==> config.mk <==
export PLATFORM = sky130hd
export DESIGN_NAME = drive_command_frame_sequencer_unit
export DESIGN_NICKNAME = d
export VERILOG_FILES = /design/src/hw/rtl/dcfs_pkg.sv /design/src/hw/rtl/drive_command_frame_sequencer_unit.sv /design/src/hw/rtl/dcfs_rom.sv /design/src/hw/rtl/dcfs_counts.sv /design/src/hw/rtl/dcfs_frame_gen.sv
export SDC_FILE = /design/constraint.sdc
export NUM_CORES = 1
export LEC_CHECK = 0
export ABC_AREA = 0
export ABC_CLOCK_PERIOD_IN_PS = 10300
export BUFFER_PORTS_ARGS = -buffer_cell sky130_fd_sc_hd__buf_2
export CELL_PAD_IN_SITES_DETAIL_PLACEMENT = 2
export CELL_PAD_IN_SITES_GLOBAL_PLACEMENT = 2
export CORE_UTILIZATION = 38
export CTS_CLUSTER_DIAMETER = 30
export DETAILED_ROUTE_END_ITERATION = 12
export GPL_TIMING_DRIVEN = 0
export HOLD_SLACK_MARGIN = 0.12
export PLACE_DENSITY = 0.87
export SKIP_LAST_GASP = 1
export SYNTH_ARGS = -nofsm -noshare
export SYNTH_HDL_FRONTEND = slang
export SYNTH_HIERARCHICAL = 1
export SYNTH_SLANG_ARGS = --single-unit
==> constraint.sdc <==
create_clock -name clk -period 10.3 [get_ports clk]
set_input_delay 0.515 -clock clk [delete_from_list [all_inputs] [get_ports clk]]
set_output_delay 0.515 -clock clk [all_outputs]
set_load 0.1 [all_outputs]
==> src/hw/rtl/dcfs_pkg.sv <==
// shared types, constants and crc function for the drive command frame sequencer
`default_nettype none

package dcfs_pkg;

  localparam int ActW  = 3;
  localparam int MmW   = 15;
  localparam int CfgW  = 16;
  localparam int PcW   = 4;
  localparam int ByteW = 3;

  localparam logic [ActW-1:0] ACT_MOVE     = 3'd0;
  localparam logic [ActW-1:0] ACT_ENABLE   = 3'd1;
  localparam logic [ActW-1:0] ACT_DISABLE  = 3'd2;
  localparam logic [ActW-1:0] ACT_SET_ZERO = 3'd3;
  localparam logic [ActW-1:0] ACT_ABORT    = 3'd4;

  localparam logic [2:0] CFG_DRIVE_ADDRESS  = 3'd0;
  localparam logic [2:0] CFG_LOWEST_HEIGHT  = 3'd1;
  localparam logic [2:0] CFG_HIGHEST_HEIGHT = 3'd2;
  localparam logic [2:0] CFG_MOVE_SPEED     = 3'd3;
  localparam logic [2:0] CFG_ACCEL_TIME     = 3'd4;
  localparam logic [2:0] CFG_DECEL_TIME     = 3'd5;

  localparam logic [PcW-1:0] PC_MOVE     = 4'd0;
  localparam logic [PcW-1:0] PC_REJECT   = 4'd9;
  localparam logic [PcW-1:0] PC_ENABLE   = 4'd10;
  localparam logic [PcW-1:0] PC_DISABLE  = 4'd11;
  localparam logic [PcW-1:0] PC_SET_ZERO = 4'd12;
  localparam logic [PcW-1:0] PC_ABORT    = 4'd13;

  localparam logic [7:0]  FUNC_WRITE_SINGLE = 8'h06;
  localparam logic [15:0] CRC_POLY          = 16'hA001;
  localparam logic [15:0] CRC_INIT          = 16'hFFFF;

  localparam logic [15:0] REG_CONTROL    = 16'h2000;
  localparam logic [15:0] REG_ZERO       = 16'h2002;
  localparam logic [15:0] REG_POS_MODE   = 16'h0A1E;
  localparam logic [15:0] REG_CMD_SOURCE = 16'h0A02;
  localparam logic [15:0] REG_SPEED      = 16'h0915;
  localparam logic [15:0] REG_ACCEL      = 16'h010E;
  localparam logic [15:0] REG_DECEL      = 16'h010F;
  localparam logic [15:0] REG_COUNT_LO   = 16'h0916;
  localparam logic [15:0] REG_COUNT_HI   = 16'h0917;
  localparam logic [15:0] REG_EXECUTE    = 16'h0919;

  // counts = 105263*mag + round(3*mag/19), the fraction via reciprocal of 38
  localparam logic [16:0] COUNT_WHOLE = 17'd105263;
  localparam logic [16:0] COUNT_REM   = 17'd6;
  localparam logic [16:0] COUNT_RND   = 17'd19;
  localparam logic [16:0] COUNT_RECIP = 17'd110377;
  localparam int          CountShift  = 22;

  typedef enum logic [1:0] {OP_FRAME, OP_CHECK, OP_REJECT} op_t;

  typedef enum logic [2:0] {
    VS_CONST, VS_SPEED, VS_ACCEL, VS_DECEL, VS_CNT_LO, VS_CNT_HI
  } vsel_t;

  typedef enum logic {S_IDLE, S_RUN} state_t;

  typedef struct packed {
    op_t            op;
    logic [15:0]    reg_addr;
    vsel_t          vsel;
    logic [15:0]    cval;
    logic           last;
    logic [PcW-1:0] jmp;
  } cword_t;

  typedef struct packed {
    logic        emit;
    logic        reject;
    logic        last;
    logic [15:0] reg_addr;
    logic [15:0] value;
  } gen_ctl_t;

  typedef struct packed {
    logic adv;
    logic frame_done;
  } gen_sts_t;

  function automatic logic [15:0] crc_byte(input logic [15:0] crc, input logic [7:0] b);
    logic [15:0] c;
    c = crc ^ {8'h00, b};
    for (int i = 0; i < 8; i++) begin
      c = c[0] ? ((c >> 1) ^ CRC_POLY) : (c >> 1);
    end
    return c;
  endfunction

endpackage

`default_nettype wire

==> src/hw/rtl/drive_command_frame_sequencer_unit.sv <==
// top level: microcode sequencer, configuration registers and datapath
// first line byte: registered in the sequencer state, then in the output register;
//   a move runs its range check before it. commands are taken only while idle;
//   the frame generator gives one line byte per cycle while out_stall is low
// unused action codes are taken and dropped
// reset: registers to defaults, sequencer idle, no clearing pass
`default_nettype none

module drive_command_frame_sequencer_unit (
  input  wire logic                              clk,
  input  wire logic                              rst_n,
  input  wire logic                              in_valid,
  output logic                                   in_stall,
  input  wire logic [dcfs_pkg::ActW-1:0]         in_action,
  input  wire logic signed [dcfs_pkg::MmW-1:0]   in_target_height,
  output logic                                   out_valid,
  input  wire logic                              out_stall,
  output logic [7:0]                             out_tx_byte,
  output logic                                   out_frame_end,
  output logic                                   out_run_end,
  output logic                                   out_rejected,
  input  wire logic                              cfg_we,
  input  wire logic [2:0]                        cfg_index,
  input  wire logic [dcfs_pkg::CfgW-1:0]         cfg_wdata
);
  import dcfs_pkg::*;

  state_t         state_r, state_nxt;
  logic [PcW-1:0] pc_r, pc_nxt;
  cword_t         cw;
  gen_ctl_t       gen_ctl;
  gen_sts_t       gen_sts;

  logic [7:0]            addr_r;
  logic signed [MmW-1:0] low_r;
  logic signed [MmW-1:0] high_r;
  logic [15:0]           speed_r;
  logic [15:0]           accel_r;
  logic [15:0]           decel_r;
  logic signed [MmW-1:0] mm_r;

  logic        in_accept;
  logic        action_ok;
  logic        in_range;
  logic [31:0] count;
  logic [15:0] value;

  function automatic logic [PcW-1:0] entry_pc(input logic [ActW-1:0] a);
    logic [PcW-1:0] p;
    case (a)
      ACT_ENABLE:   p = PC_ENABLE;
      ACT_DISABLE:  p = PC_DISABLE;
      ACT_SET_ZERO: p = PC_SET_ZERO;
      ACT_ABORT:    p = PC_ABORT;
      default:      p = PC_MOVE;
    endcase
    return p;
  endfunction

  assign in_stall  = (state_r != S_IDLE);
  assign in_accept = in_valid && !in_stall;
  assign action_ok = (in_action <= ACT_ABORT);
  assign in_range  = (mm_r >= low_r) && (mm_r <= high_r);

  always_ff @(posedge clk) begin
    if (!rst_n) begin
      addr_r  <= 8'd1;
      low_r   <= 15'sd0;
      high_r  <= 15'sd95;
      speed_r <= 16'd1000;
      accel_r <= 16'd100;
      decel_r <= 16'd100;
    end else if (cfg_we) begin
      case (cfg_index)
        CFG_DRIVE_ADDRESS:  addr_r  <= cfg_wdata[7:0];
        CFG_LOWEST_HEIGHT:  low_r   <= cfg_wdata[MmW-1:0];
        CFG_HIGHEST_HEIGHT: high_r  <= cfg_wdata[MmW-1:0];
        CFG_MOVE_SPEED:     speed_r <= cfg_wdata;
        CFG_ACCEL_TIME:     accel_r <= cfg_wdata;
        CFG_DECEL_TIME:     decel_r <= cfg_wdata;
        default: ;
      endcase
    end
  end

  always_ff @(posedge clk) begin
    if (in_accept) begin
      mm_r <= in_target_height;
    end
  end

  always_ff @(posedge clk) begin
    if (!rst_n) begin
      state_r <= S_IDLE;
      pc_r    <= '0;
    end else begin
      state_r <= state_nxt;
      pc_r    <= pc_nxt;
    end
  end

  always_comb begin
    case (cw.vsel)
      VS_SPEED:  value = speed_r;
      VS_ACCEL:  value = accel_r;
      VS_DECEL:  value = decel_r;
      VS_CNT_LO: value = count[15:0];
      VS_CNT_HI: value = count[31:16];
      default:   value = cw.cval;
    endcase
  end

  always_comb begin
    state_nxt        = state_r;
    pc_nxt           = pc_r;
    gen_ctl          = '0;
    gen_ctl.reg_addr = cw.reg_addr;
    gen_ctl.value    = value;
    gen_ctl.last     = cw.last;
    unique case (state_r)
      S_IDLE: begin
        if (in_accept && action_ok) begin
          state_nxt = S_RUN;
          pc_nxt    = entry_pc(in_action);
        end
      end
      S_RUN: begin
        unique case (cw.op)
          OP_CHECK: begin
            pc_nxt = in_range ? (pc_r + PcW'(1)) : cw.jmp;
          end
          OP_FRAME: begin
            gen_ctl.emit = 1'b1;
            if (gen_sts.frame_done) begin
              if (cw.last) begin
                state_nxt = S_IDLE;
              end else begin
                pc_nxt = pc_r + PcW'(1);
              end
            end
          end
          OP_REJECT: begin
            gen_ctl.reject = 1'b1;
            if (gen_sts.adv) begin
              state_nxt = S_IDLE;
            end
          end
          default: state_nxt = S_IDLE;
        endcase
      end
      default: state_nxt = S_IDLE;
    endcase
  end

  dcfs_rom u_rom (
    .pc (pc_r),
    .cw (cw)
  );

  dcfs_counts u_counts (
    .clk   (clk),
    .rst_n (rst_n),
    .start (in_accept && (in_action == ACT_MOVE)),
    .mm    (in_target_height),
    .count (count)
  );

  dcfs_frame_gen u_gen (
    .clk           (clk),
    .rst_n         (rst_n),
    .drive_address (addr_r),
    .ctl           (gen_ctl),
    .sts           (gen_sts),
    .out_valid     (out_valid),
    .out_stall     (out_stall),
    .out_tx_byte   (out_tx_byte),
    .out_frame_end (out_frame_end),
    .out_run_end   (out_run_end),
    .out_rejected  (out_rejected)
  );

  a_reject_item: assert property (@(posedge clk) disable iff (!rst_n)
    out_valid && out_rejected |-> out_run_end && !out_frame_end && (out_tx_byte == 8'h00))
    else $error("rejected item malformed");

  a_run_end_frame: assert property (@(posedge clk) disable iff (!rst_n)
    out_valid && out_run_end && !out_rejected |-> out_frame_end)
    else $error("run end off a frame boundary");

  a_check_continues: assert property (@(posedge clk) disable iff (!rst_n)
    (state_r == S_RUN) && (cw.op == OP_CHECK) |=> (state_r == S_RUN))
    else $error("range check ended the run");

  a_idle_no_emit: assert property (@(posedge clk) disable iff (!rst_n)
    (state_r == S_IDLE) |-> !gen_ctl.emit && !gen_ctl.reject)
    else $error("datapath driven while idle");

endmodule

`default_nettype wire

==> src/hw/rtl/dcfs_rom.sv <==
// microcode program rom of the frame sequencer
`default_nettype none

module dcfs_rom (
  input  wire logic [dcfs_pkg::PcW-1:0] pc,
  output dcfs_pkg::cword_t              cw
);
  import dcfs_pkg::*;

  always_comb begin
    cw = '{op: OP_REJECT, reg_addr: 16'h0000, vsel: VS_CONST, cval: 16'h0000,
           last: 1'b1, jmp: PC_REJECT};
    unique case (pc)
      PC_MOVE:     cw = '{OP_CHECK, 16'h0000, VS_CONST, 16'h0000, 1'b0, PC_REJECT};
      4'd1:        cw = '{OP_FRAME, REG_POS_MODE, VS_CONST, 16'h0003, 1'b0, PC_REJECT};
      4'd2:        cw = '{OP_FRAME, REG_CMD_SOURCE, VS_CONST, 16'h0000, 1'b0, PC_REJECT};
      4'd3:        cw = '{OP_FRAME, REG_SPEED, VS_SPEED, 16'h0000, 1'b0, PC_REJECT};
      4'd4:        cw = '{OP_FRAME, REG_ACCEL, VS_ACCEL, 16'h0000, 1'b0, PC_REJECT};
      4'd5:        cw = '{OP_FRAME, REG_DECEL, VS_DECEL, 16'h0000, 1'b0, PC_REJECT};
      4'd6:        cw = '{OP_FRAME, REG_COUNT_LO, VS_CNT_LO, 16'h0000, 1'b0, PC_REJECT};
      4'd7:        cw = '{OP_FRAME, REG_COUNT_HI, VS_CNT_HI, 16'h0000, 1'b0, PC_REJECT};
      4'd8:        cw = '{OP_FRAME, REG_EXECUTE, VS_CONST, 16'h0001, 1'b1, PC_REJECT};
      PC_REJECT:   cw = '{OP_REJECT, 16'h0000, VS_CONST, 16'h0000, 1'b1, PC_REJECT};
      PC_ENABLE:   cw = '{OP_FRAME, REG_CONTROL, VS_CONST, 16'h0008, 1'b1, PC_REJECT};
      PC_DISABLE:  cw = '{OP_FRAME, REG_CONTROL, VS_CONST, 16'h0003, 1'b1, PC_REJECT};
      PC_SET_ZERO: cw = '{OP_FRAME, REG_ZERO, VS_CONST, 16'h0001, 1'b1, PC_REJECT};
      PC_ABORT:    cw = '{OP_FRAME, REG_EXECUTE, VS_CONST, 16'h0000, 1'b1, PC_REJECT};
      default: ;
    endcase
  end

endmodule

`default_nettype wire

==> src/hw/rtl/dcfs_counts.sv <==
// millimetre to encoder count scaling, two register stages
`default_nettype none

module dcfs_counts (
  input  wire logic                        clk,
  input  wire logic                        rst_n,
  input  wire logic                        start,
  input  wire logic signed [dcfs_pkg::MmW-1:0] mm,
  output logic [31:0]                      count
);
  import dcfs_pkg::*;

  logic [MmW-1:0] mag;
  logic [16:0]    frac_num;
  logic [30:0]    whole_prod;
  logic [33:0]    frac_prod;
  logic [31:0]    sum;

  logic [30:0] whole_r;
  logic [11:0] frac_r;
  logic        neg_r;
  logic        stage2_r;
  logic [31:0] count_r;

  always_comb begin
    mag        = mm[MmW-1] ? (~mm + MmW'(1)) : mm;
    frac_num   = {2'b00, mag} * COUNT_REM + COUNT_RND;
    whole_prod = {16'h0000, mag} * {14'h0000, COUNT_WHOLE};
    frac_prod  = {17'h00000, frac_num} * {17'h00000, COUNT_RECIP};
    sum        = {1'b0, whole_r} + {20'h00000, frac_r};
  end

  always_ff @(posedge clk) begin
    if (!rst_n) begin
      stage2_r <= 1'b0;
    end else begin
      stage2_r <= start;
    end
  end

  always_ff @(posedge clk) begin
    if (start) begin
      whole_r <= whole_prod;
      frac_r  <= frac_prod[CountShift +: 12];
      neg_r   <= mm[MmW-1];
    end
    if (stage2_r) begin
      count_r <= neg_r ? (32'h0 - sum) : sum;
    end
  end

  assign count = count_r;

endmodule

`default_nettype wire

==> src/hw/rtl/dcfs_frame_gen.sv <==
// frame byte datapath with byte-wide crc and output register
`default_nettype none

module dcfs_frame_gen (
  input  wire logic               clk,
  input  wire logic               rst_n,
  input  wire logic [7:0]         drive_address,
  input  wire dcfs_pkg::gen_ctl_t ctl,
  output dcfs_pkg::gen_sts_t      sts,
  output logic                    out_valid,
  input  wire logic               out_stall,
  output logic [7:0]              out_tx_byte,
  output logic                    out_frame_end,
  output logic                    out_run_end,
  output logic                    out_rejected
);
  import dcfs_pkg::*;

  localparam logic [ByteW-1:0] LastByte = 3'd7;
  localparam logic [ByteW-1:0] CrcLo    = 3'd6;

  logic             adv;
  logic             at_end;
  logic [7:0]       cur;
  logic [ByteW-1:0] byte_r;
  logic [15:0]      crc_r;
  logic             valid_r;
  logic [7:0]       tx_r;
  logic             fe_r;
  logic             re_r;
  logic             rej_r;

  assign adv    = !valid_r || !out_stall;
  assign at_end = (byte_r == LastByte);

  always_comb begin
    case (byte_r)
      3'd0:    cur = drive_address;
      3'd1:    cur = FUNC_WRITE_SINGLE;
      3'd2:    cur = ctl.reg_addr[15:8];
      3'd3:    cur = ctl.reg_addr[7:0];
      3'd4:    cur = ctl.value[15:8];
      3'd5:    cur = ctl.value[7:0];
      3'd6:    cur = crc_r[7:0];
      default: cur = crc_r[15:8];
    endcase
  end

  always_ff @(posedge clk) begin
    if (!rst_n) begin
      valid_r <= 1'b0;
      byte_r  <= '0;
      crc_r   <= CRC_INIT;
    end else if (adv) begin
      if (ctl.emit) begin
        valid_r <= 1'b1;
        byte_r  <= byte_r + ByteW'(1);
        if (at_end) begin
          crc_r <= CRC_INIT;
        end else if (byte_r < CrcLo) begin
          crc_r <= crc_byte(crc_r, cur);
        end
      end else begin
        valid_r <= ctl.reject;
      end
    end
  end

  always_ff @(posedge clk) begin
    if (adv) begin
      tx_r  <= ctl.emit ? cur : 8'h00;
      fe_r  <= ctl.emit && at_end;
      re_r  <= ctl.reject || (ctl.emit && ctl.last && at_end);
      rej_r <= ctl.reject;
    end
  end

  assign sts.adv        = adv;
  assign sts.frame_done = ctl.emit && adv && at_end;

  assign out_valid     = valid_r;
  assign out_tx_byte   = tx_r;
  assign out_frame_end = fe_r;
  assign out_run_end   = re_r;
  assign out_rejected  = rej_r;

endmodule

`default_nettype wire

==> metrics.yaml, run 1 <==
synth:
  async_flop_share_pct: 0
  yosysWarnings: 6
  ys_seq_area_share_pct: 22.2
  synth_area_leaders: "ha_1, fa_1, edfxtp_1"
  synth_edf_count: 102
  synth_flop_cell: "dfxtp_1"
  synth_most_common_cell: "inv_1"
  syn_avg_cell_area_um2: 9.20
  synthTopCellsByCount: "inv_1, ha_1, nand2_1"
  yosys.area.top_type: "ha_1"
  ys_ff_latch: 214
  syn-cell-area_um2: 23900
  netlist_instances: 2595
  synth.distinct_cells: 108
  netlist.area_leader.share_pct: 16.2
global_route:
  grt_pass1_wl_um: 174000
  antenna_found_initial: 14
  grt_busiest_layer: "met2"
  grt.met2_usage_pct: 64.8
  use_met3_pct: 8.50
  grt_max_degree: 39
  grt_pass1_vias: 26200
  track_usage_pct: 36.8
  met1_usage_pct: 36.4
  globalRouteOverflowTotal: 0
finish:
  drive_above_1_share_pct: 14.4
  area_growth_syn_to_layout_pct: 18.5
  nets: 3308
  fin_util_pct: 45.7
  postLayoutCellArea_um2: 28300
setup_path:
  cp_common_cell: "ha_1"
  crit_path_start_kind: "input pin"
  reg2reg_depth: 17
  critPathKind: "in2reg"
  arrival_ns: 13.69
  cp_max_fo: 10
  reg2reg_from: "pc_r[1]"
  r2r_setup_slack_ns: 4.78
  critPathMaxStageDelay_ns: 2.78
  cp_slowest_cell: "a2111oi_0"
  cp-end-kind: "flip-flop"
  cp.required_ns: 10.59
  timing.rr.end: "u_gen/crc_r[15]"
floorplan:
  coreArea_um2: 61800
  die_y_um: 253
  rows: 91
  die_area_um2: 63800
  dieWidth_um: 253
  pin_count: 55
  initial_utilization_pct: 38.6
timing:
  setup_slack_ns: -3.10
  clock_skew_ns: 0.0497
  max_slew.worst_pin.slew_ns: 3.57
  max_freq_ghz: 0.0746
  finalHoldViolCount: 0
  finalMaxSlewViolations: 2
  fin_crit_ns: 13.40
  setup_violations: 9
  relSlewSlack_pct: -144
  fin_crit_sh_pct: 130
job:
  maxCapViolCount: 1
cts:
  cts.sinks: 214
  clock_latency_ns: 0.59
  cts_buffer_depth: 3
  cts_buffers: 51
  ctsHoldBuffers: 0
  clk_root_buffer_cell: "clkbuf_16"
  cts_tree: "yes"
  cts_max_level: 2
  clkTransAtPathRegs_ns: 0.07
placement:
  io_buffers: 53
  place_area_um2: 25300
  hpwl_um: 74700
  gp_congestion: 0.893
route:
  num_vias: 23300
  route.detailed.drc: 0
  post_drt_wl_per_cell_um: 35.4
  drtPass1Iterations: 6
  drtAntennaViolNets: 0
  drt_iter0_markers: 1949
  via_per_inst: 6.37
  finalWirelength_um: 129000
worst_hold_path:
  hp-start: "in_target_height[10]"
  whs_path_depth: 1
  whs_endpoint: "mm_r[10]"
  hp-class: "in2reg"
run_status:
  violations: "max-capacitance violations, max-slew violations, negative setup slack"
  outcome: "finished, violations left"
worst max-delay path, delay by kind of cell:
kind                       cells  cell delay [ns]
AOI/OAI and AO/OA             11             5.52
adders and majority gates      7             2.98
and+or+nand+nor                7             2.29
buffers and inverters          7             1.18
xor gates and xnor gates       2             1.15
kinds of logic (layout without fill, tap and decap cells):
kind of cell	count (synthesis)	in the layout	share of synthesized area, %
AND/OR/NAND/NOR	655	655	13.5
AO/OA/AOI/OAI	546	546	15.8
adder cells (fa/ha/maj)	502	502	32.3
buffers and inverters	469	663	8.11
flip-flops	214	214	22.2
XOR/XNOR	185	185	7.10
multiplexers	22	22	0.965
other	2	28	0.0315
worst max path at each step:
stage,start,end,slack (ns),depth (start not counted)
detailed placement,in_target_height[0],u_counts/frac_r[11],-3.58,39
CTS,in_target_height[0],u_counts/frac_r[11],0.01,39
global route,in_target_height[7],u_counts/frac_r[11],-3.06,33
finish,in_target_height[7],u_counts/frac_r[11],-3.10,34
floorplan,in_target_height[0],u_counts/frac_r[11],0.006,38
global placement,in_target_height[0],u_counts/frac_r[11],-2.76,39
area by class of cell:
cell class	count	area, µm²
Antenna cell	4	10.0
Clock inverter	36	499
Inverter	350	1320
Buffer	116	641
Sequential cell	214	5310
Clock buffer	60	1350
Tap cell	837	1050
Multi-Input combinational cell	1934	17500
Timing Repair Buffer	101	658
Fill cell	6524	33500
through the flow:
stage          cells  setup WS (ns)  TNS [ns]  hold WS, ns
2_1_floorplan   2617        0.00552         0        0.437
3_3_place_gp    3507          -2.76    -22.18        0.451
3_5_place_dp    3509          -3.58    -30.91        0.465
4_1_cts         3625         0.0137         0        0.147
5_1_grt         3651          -3.06    -16.82        0.167
6_report        3652          -3.10    -17.00        0.177
layout by cell type (no fill, tap or decap), types with 10 or more instances in the layout:
cell type  Yosys  routed
a211oi_1      23      21
a21boi_0      71      71
a21o_1        32      32
a21oi_1       91      89
a22oi_1       13      13
a31oi_1       18      18
and2_1        26      22
and3_1        29      28
buf_2         11      62
buf_4         26      72
clkbuf_1      67      63
clkbuf_16      0      51
conb_1         2      24
dfxtp_1      112     111
edfxtp_1     102     102
fa_1         190     188
ha_1         308     299
inv_1        346     341
mux2i_1       14      13
nand2_1      263     258
nand2b_1      23      22
nand3_1       50      50
nand4_1       18      18
nor2_1       113     110
nor2b_1       17      15
nor3_1        25      24
o211ai_1      18      18
o21a_1        19      18
o21ai_0      107      99
o21ai_1        6      11
o21bai_1      15      15
o22ai_1       16      16
o31ai_1       17      15
or3_1         13      10
xnor2_1      129     106
xnor2_2        0      15
xor2_1        49      42
flip-flops by register name, indices dropped and copies added, names as in the netlist:
name and flops:
low_r 15, u_gen/out_run_end 1, u_counts/count 32, mm_r 15, high_r 15, speed_r 16
pc_r 4, accel_r 16, u_counts/neg_r 1, u_counts/whole_r 31, u_counts/frac_r 12, u_gen/out_frame_end 1
addr_r 8, u_counts/stage2_r 1, u_gen/out_valid 1, u_gen/byte_r 3, u_gen/out_tx_byte 8, u_gen/crc_r 16
in_stall 1, decel_r 16, u_gen/out_rejected 1
layer usage:
layer,vias up,share of wire (%)
met4,22,12
met2,1521,47
met1,11600,33
met5,-,0.15
li1,9240,-
met3,922,8.4
timing repair:
| item | in CTS | in global routing |
|---|---|---|
| endpoints found under the hold margin | 0 | 0 |
| setup buffers | 22 | 24 |
| pin swaps | 13 | 24 |
| gates resized for setup | 96 | 59 |
| endpoints found under the setup margin | 12 | 6 |
Power of run 1 is left out: the tool's default activity adds up to more than one toggle a clock period on the data nets, which glitch-free logic cannot reach.
==> run 2: changes to the inputs <==
Settings changed: SYNTH_HIERARCHICAL 1 to unset.
==> run 2 against run 1 <==
Effect of this change: the run ends with negative setup slack left; maximum frequency rose by 29%; die area down 5.2%; routed wire length is 24% lower; via count decreased by 14%; final cell count is 7.4% lower; first-iteration DRC count decreased by 37%; cell area decreased by 7.1%; sequential share of layout area up 1.4 points; worst hold slack better by 0.068 ns; register-to-register slack gained 0.26 ns; non-clock buffer count down 38; largest cell class unchanged.
==> metrics.yaml, run 2 <==
finish:
  instances_no_fill: 3381
  final_common_cell: "inv_1"
  layout_common_cells: "inv_1, ha_1, nand2_1"
  drive_above_1_share_pct: 10.7
  largest_reg_flops: 32
  area_growth_syn_to_layout_pct: 16.2
  nets: 3112
route:
  drtAntennaViolNets: 0
  via_per_inst: 5.95
  num_vias: 20100
  drt_iter0_markers: 1228
  finalWirelength_um: 98300
  route.detailed.drc: 0
  drtPass1Iterations: 7
  post_drt_wl_per_cell_um: 29.1
setup_path:
  arrival_ns: 10.70
  cp_slowest_cell: "fa_1"
  critPathKind: "in2reg"
  critPathMaxStageDelay_ns: 0.61
  crit_buf_inv: 9
  crit_path_start_kind: "input pin"
  crit_family: "adder cells"
  cp_max_fo: 8
  cp-end-kind: "flip-flop"
  cp.required_ns: 10.60
timing:
  max_slew.worst_pin.slew_ns: 1.20
  fin_crit_sh_pct: 101
  finalMaxSlewViolations: 0
  clock_skew_ns: 0.0183
  setup_violations: 2
  relSlewSlack_pct: 19.4
  setup_slack_ns: -0.101
  max_freq_ghz: 0.0961
  fin_crit_ns: 10.40
  hold_slack_ns: 0.245
  finalHoldViolCount: 0
synth:
  synth_most_common_cell: "inv_1"
  netlist.area_leader.share_pct: 17.3
  ys_ff_latch: 214
  ys_seq_area_share_pct: 23.5
  yosys.area.top_type: "fa_1"
  synthesis.nets: 2970
  async_flop_share_pct: 0
  syn-cell-area_um2: 22600
  syn_avg_cell_area_um2: 9.32
  synthTopCellsByCount: "inv_1, ha_1, nand2_1"
  synth.distinct_cells: 100
  synth_edf_count: 102
  yosysWarnings: 0
  synth_area_leaders: "fa_1, ha_1, edfxtp_1"
  netlist_instances: 2426
  synth_flop_cell: "dfxtp_1"
run_status:
  outcome: "finished, violations left"
  violations: "negative setup slack"
floorplan:
  pin_count: 55
  die_area_um2: 60500
  rows: 89
  coreArea_um2: 58900
  dieWidth_um: 246
  initial_utilization_pct: 38.4
  die_y_um: 246
cts:
  cts_buffer_depth: 3
  cts_buffers: 44
  clk_root_buffer_cell: "clkbuf_16"
  cts.sinks: 214
  cts_max_level: 2
  ctsHoldBuffers: 0
  clock_latency_ns: 0.55
  cts_tree: "yes"
  clkTransAtPathRegs_ns: 0.05
global_route:
  globalRouteOverflowTotal: 0
  grt_pass1_wl_um: 140000
  track_usage_pct: 30.5
  grt_max_degree: 33
  grt_pass1_vias: 22800
  antenna_found_initial: 4
job:
  maxCapViolCount: 0
placement:
  dpl.cell_count: 3259
  post-place-ws_ns: -2.24
  gp_congestion: 0.912
  io_buffers: 54
  hpwl_um: 67600
worst_hold_path:
  hp-class: "in2reg"
-- run 2: repair_timing --
item / 4_1_cts / 5_1_grt
pin swaps: 8 / 12
setup endpoints to repair: 14 / 13
resized for setup: 52 / 30
buffers inserted: 10 / 28
-- run 2: area by class of cell --
cell class	count	area (µm²)
clock inverter	31	404
fill	6272	32600
sequential	214	5310
clock buffer	51	1180
timing repair buffer	98	619
tap	773	967
antenna	4	10.0
buffer	81	319
inverter	370	1400
multi-input combinational	1759	16100
-- run 2: layer usage --
metal | GRT usage, % | vias to the layer above | share of wire (%)
li1 | - | 8570 | -
met1 | 32.3 | 10300 | 37
met2 | 57.3 | 818 | 52
met3 | 4.35 | 374 | 4.5
met4 | 17.7 | 6 | 7.2
met5 | 0 | - | 0.037
-- run 2: cells by family after synthesis --
group,share of synthesized area (%)
fa+ha+maj,34.3
compound gates,14.0
buf+inv,7.57
simple gates,13.1
xor+xnor,7.24
flops,23.5
mux,0.371
-- run 2: metrics by stage --
| stage | setup TNS [ns] | cell area (µm²) | util (%) |
|---|---|---|---|
| after floorplan | 0 | 22600 | - |
| after global placement | -19.23 | 23800 | 40.5 |
| after detailed placement | -24.76 | 23900 | 40.6 |
| after CTS | 0 | 25900 | 43.9 |
| after global routing | -1.28 | 26300 | 44.6 |
| final | -0.142 | 26300 | 44.6 |
-- run 2: path summary, 6_finish.rpt --
kind / from / to / slack (ns) / cells after the start
max: in_target_height[3] / u_counts.frac_r[5] / -0.10 / 37
min: in_target_height[8] / mm_r[8] / 0.24 / 1
max reg2reg: pc_r[0] / u_gen.crc_r[0] / 5.04 / 14
min reg2reg: low_r[11] / low_r[11] / 0.46 / 2
Power of run 2 is left out for the same reason.
==> run 3: changes to the inputs <==
Settings changed: ABC_CLOCK_PERIOD_IN_PS 10300 to 13000, CORE_UTILIZATION 38 to 40, PLACE_DENSITY 0.87 to unset, PLACE_DENSITY_LB_ADDON set to 0.1.
Clock period 10.3 ns to 13 ns, I/O delays scaled along.
==> run 3 against run 2 <==
Effect of this change: the run now ends clean; clock skew rose by 0.0048 ns; routed wire length fell by 22%; worst hold slack improved by 0.093 ns; critical path depth rose by 1; final cell count fell by 2.0%; non-clock buffer count fell by 36; setup slack improved by 1.1 ns; die area fell by 5.0%; clock-buffer cell count rose by 2; flip-flop and latch count did not move; register-to-register slack improved by 3.0 ns; sequential share of layout area rose by 0.69 points.
==> metrics.yaml, run 3 (synthesis results as in run 2) <==
setup_path:
  reg2reg_from: "pc_r[0]"
  timing.rr.end: "u_gen.crc_r[0]"
  crit_end: "u_counts.frac_r[5]"
  cp_common_cell: "inv_1"
  cp.required_ns: 13.26
  critical_path.startpoint: "in_target_height[0]"
  cp_max_fo: 14
  cp_slowest_cell: "xnor2_1"
  critPathKind: "in2reg"
  critPathMaxStageDelay_ns: 0.71
  cp-end-kind: "flip-flop"
  crit_path_start_kind: "input pin"
  arrival_ns: 12.29
  reg2reg_depth: 15
  r2r_setup_slack_ns: 8.03
timing:
  clock_skew_ns: 0.0231
  rsz0062_at_grt: "no"
  fin_setup_tns_ns: 0
  fin_crit_sh_pct: 92.6
  max_slew.worst_pin.slew_ns: 1.33
  hold_slack_ns: 0.337
  setup_slack_ns: 0.963
  finalMaxSlewViolations: 0
  fin_crit_ns: 12.04
  relSlewSlack_pct: 11.0
  setup_violations: 0
  finalHoldViolCount: 0
  max_freq_ghz: 0.0831
finish:
  seq_area_um2: 5310
  fillers: 5978
  final_common_cell: "inv_1"
  drive_above_1_share_pct: 6.90
  multi_input_area_um2: 15600
  instances_no_fill: 3313
  layout_common_cells: "inv_1, ha_1, nand2_1"
  area_growth_syn_to_layout_pct: 12.4
  diodes: 0
  largest_reg_flops: 32
  nets: 3077
placement:
  gp_congestion: 0.882
  hpwl_um: 63000
  post-place-ws_ns: 0.212
  dpl.cell_count: 3234
  io_buffers: 54
global_route:
  track_usage_pct: 27.0
  grt_pass1_vias: 20700
  grt_pass1_wl_um: 119000
  grt_max_degree: 33
  globalRouteOverflowTotal: 0
  antenna_found_initial: 4
floorplan:
  pin_count: 55
  coreArea_um2: 55400
  dieWidth_um: 240
  rows: 86
  die_area_um2: 57500
  die_y_um: 240
  initial_utilization_pct: 40.8
cts:
  clock_latency_ns: 0.54
  clkTransAtPathRegs_ns: 0.05
  cts_buffer_depth: 3
  cts_tree: "yes"
  cts_setup_buffers: 0
  ctsHoldBuffers: 0
  cts.sinks: 214
  clk_root_buffer_cell: "clkbuf_16"
  cts_max_level: 2
  cts_buffers: 45
  ctsResizeCount: 0
run_status:
  outcome: "complete, no violations"
route:
  post_drt_wl_per_cell_um: 23.0
  drtPass1Iterations: 5
  drtAntennaViolNets: 0
  finalWirelength_um: 76300
  via_per_inst: 5.50
  drt_iter0_markers: 576
  route.detailed.drc: 0
  num_vias: 18200
worst_hold_path:
  hp-class: "in2reg"
  whs_path_depth: 1
job:
  maxCapViolCount: 0
-- run 3: through the flow --
| step | cell area (µm²) | utilization [%] |
|---|---|---|
| floorplan | 22600 | - |
| global placement | 23800 | 43.0 |
| detailed placement | 23900 | 43.1 |
| CTS | 25400 | 45.8 |
| global route | 25400 | 45.8 |
| finish | 25400 | 45.8 |
-- run 3: worst min path at each step --
stage	startpoint	end	slack (ns)
floorplan	decel_r[9]	decel_r[9]	0.43
global placement	decel_r[10]	decel_r[10]	0.44
detailed placement	high_r[10]	high_r[10]	0.45
CTS	in_target_height[9]	mm_r[9]	0.32
global route	in_target_height[9]	mm_r[9]	0.33
finish	in_target_height[9]	mm_r[9]	0.34
-- run 3: per-layer routing --
metal | global-route usage (%) | share of wire, %
met2 | 51.3 | 53
met1 | 32.0 | 42
met4 | 8.61 | 3.0
met3 | 1.92 | 2.2
met5 | 0 | 0
-- run 3: worst max-delay path: cells and delay by family --
family          cells  cell delay (ns)
compound gates     13             3.04
xor+xnor            4             2.04
fa+ha+maj           8             3.67
buf+inv             9             1.98
simple gates        4             0.82
-- run 3: layout make-up --
| class | count | share of cell area [%] |
|---|---|---|
| Clock buffer | 53 | 4.71 |
| Buffer | 83 | 1.27 |
| Tap cell | 748 | 3.68 |
| Clock inverter | 26 | 1.31 |
| Inverter | 370 | 5.47 |
| Multi-Input combinational cell | 1759 | 61.4 |
| Sequential cell | 214 | 20.9 |
| Timing Repair Buffer | 60 | 1.24 |
Power of run 3 is left out for the same reason.
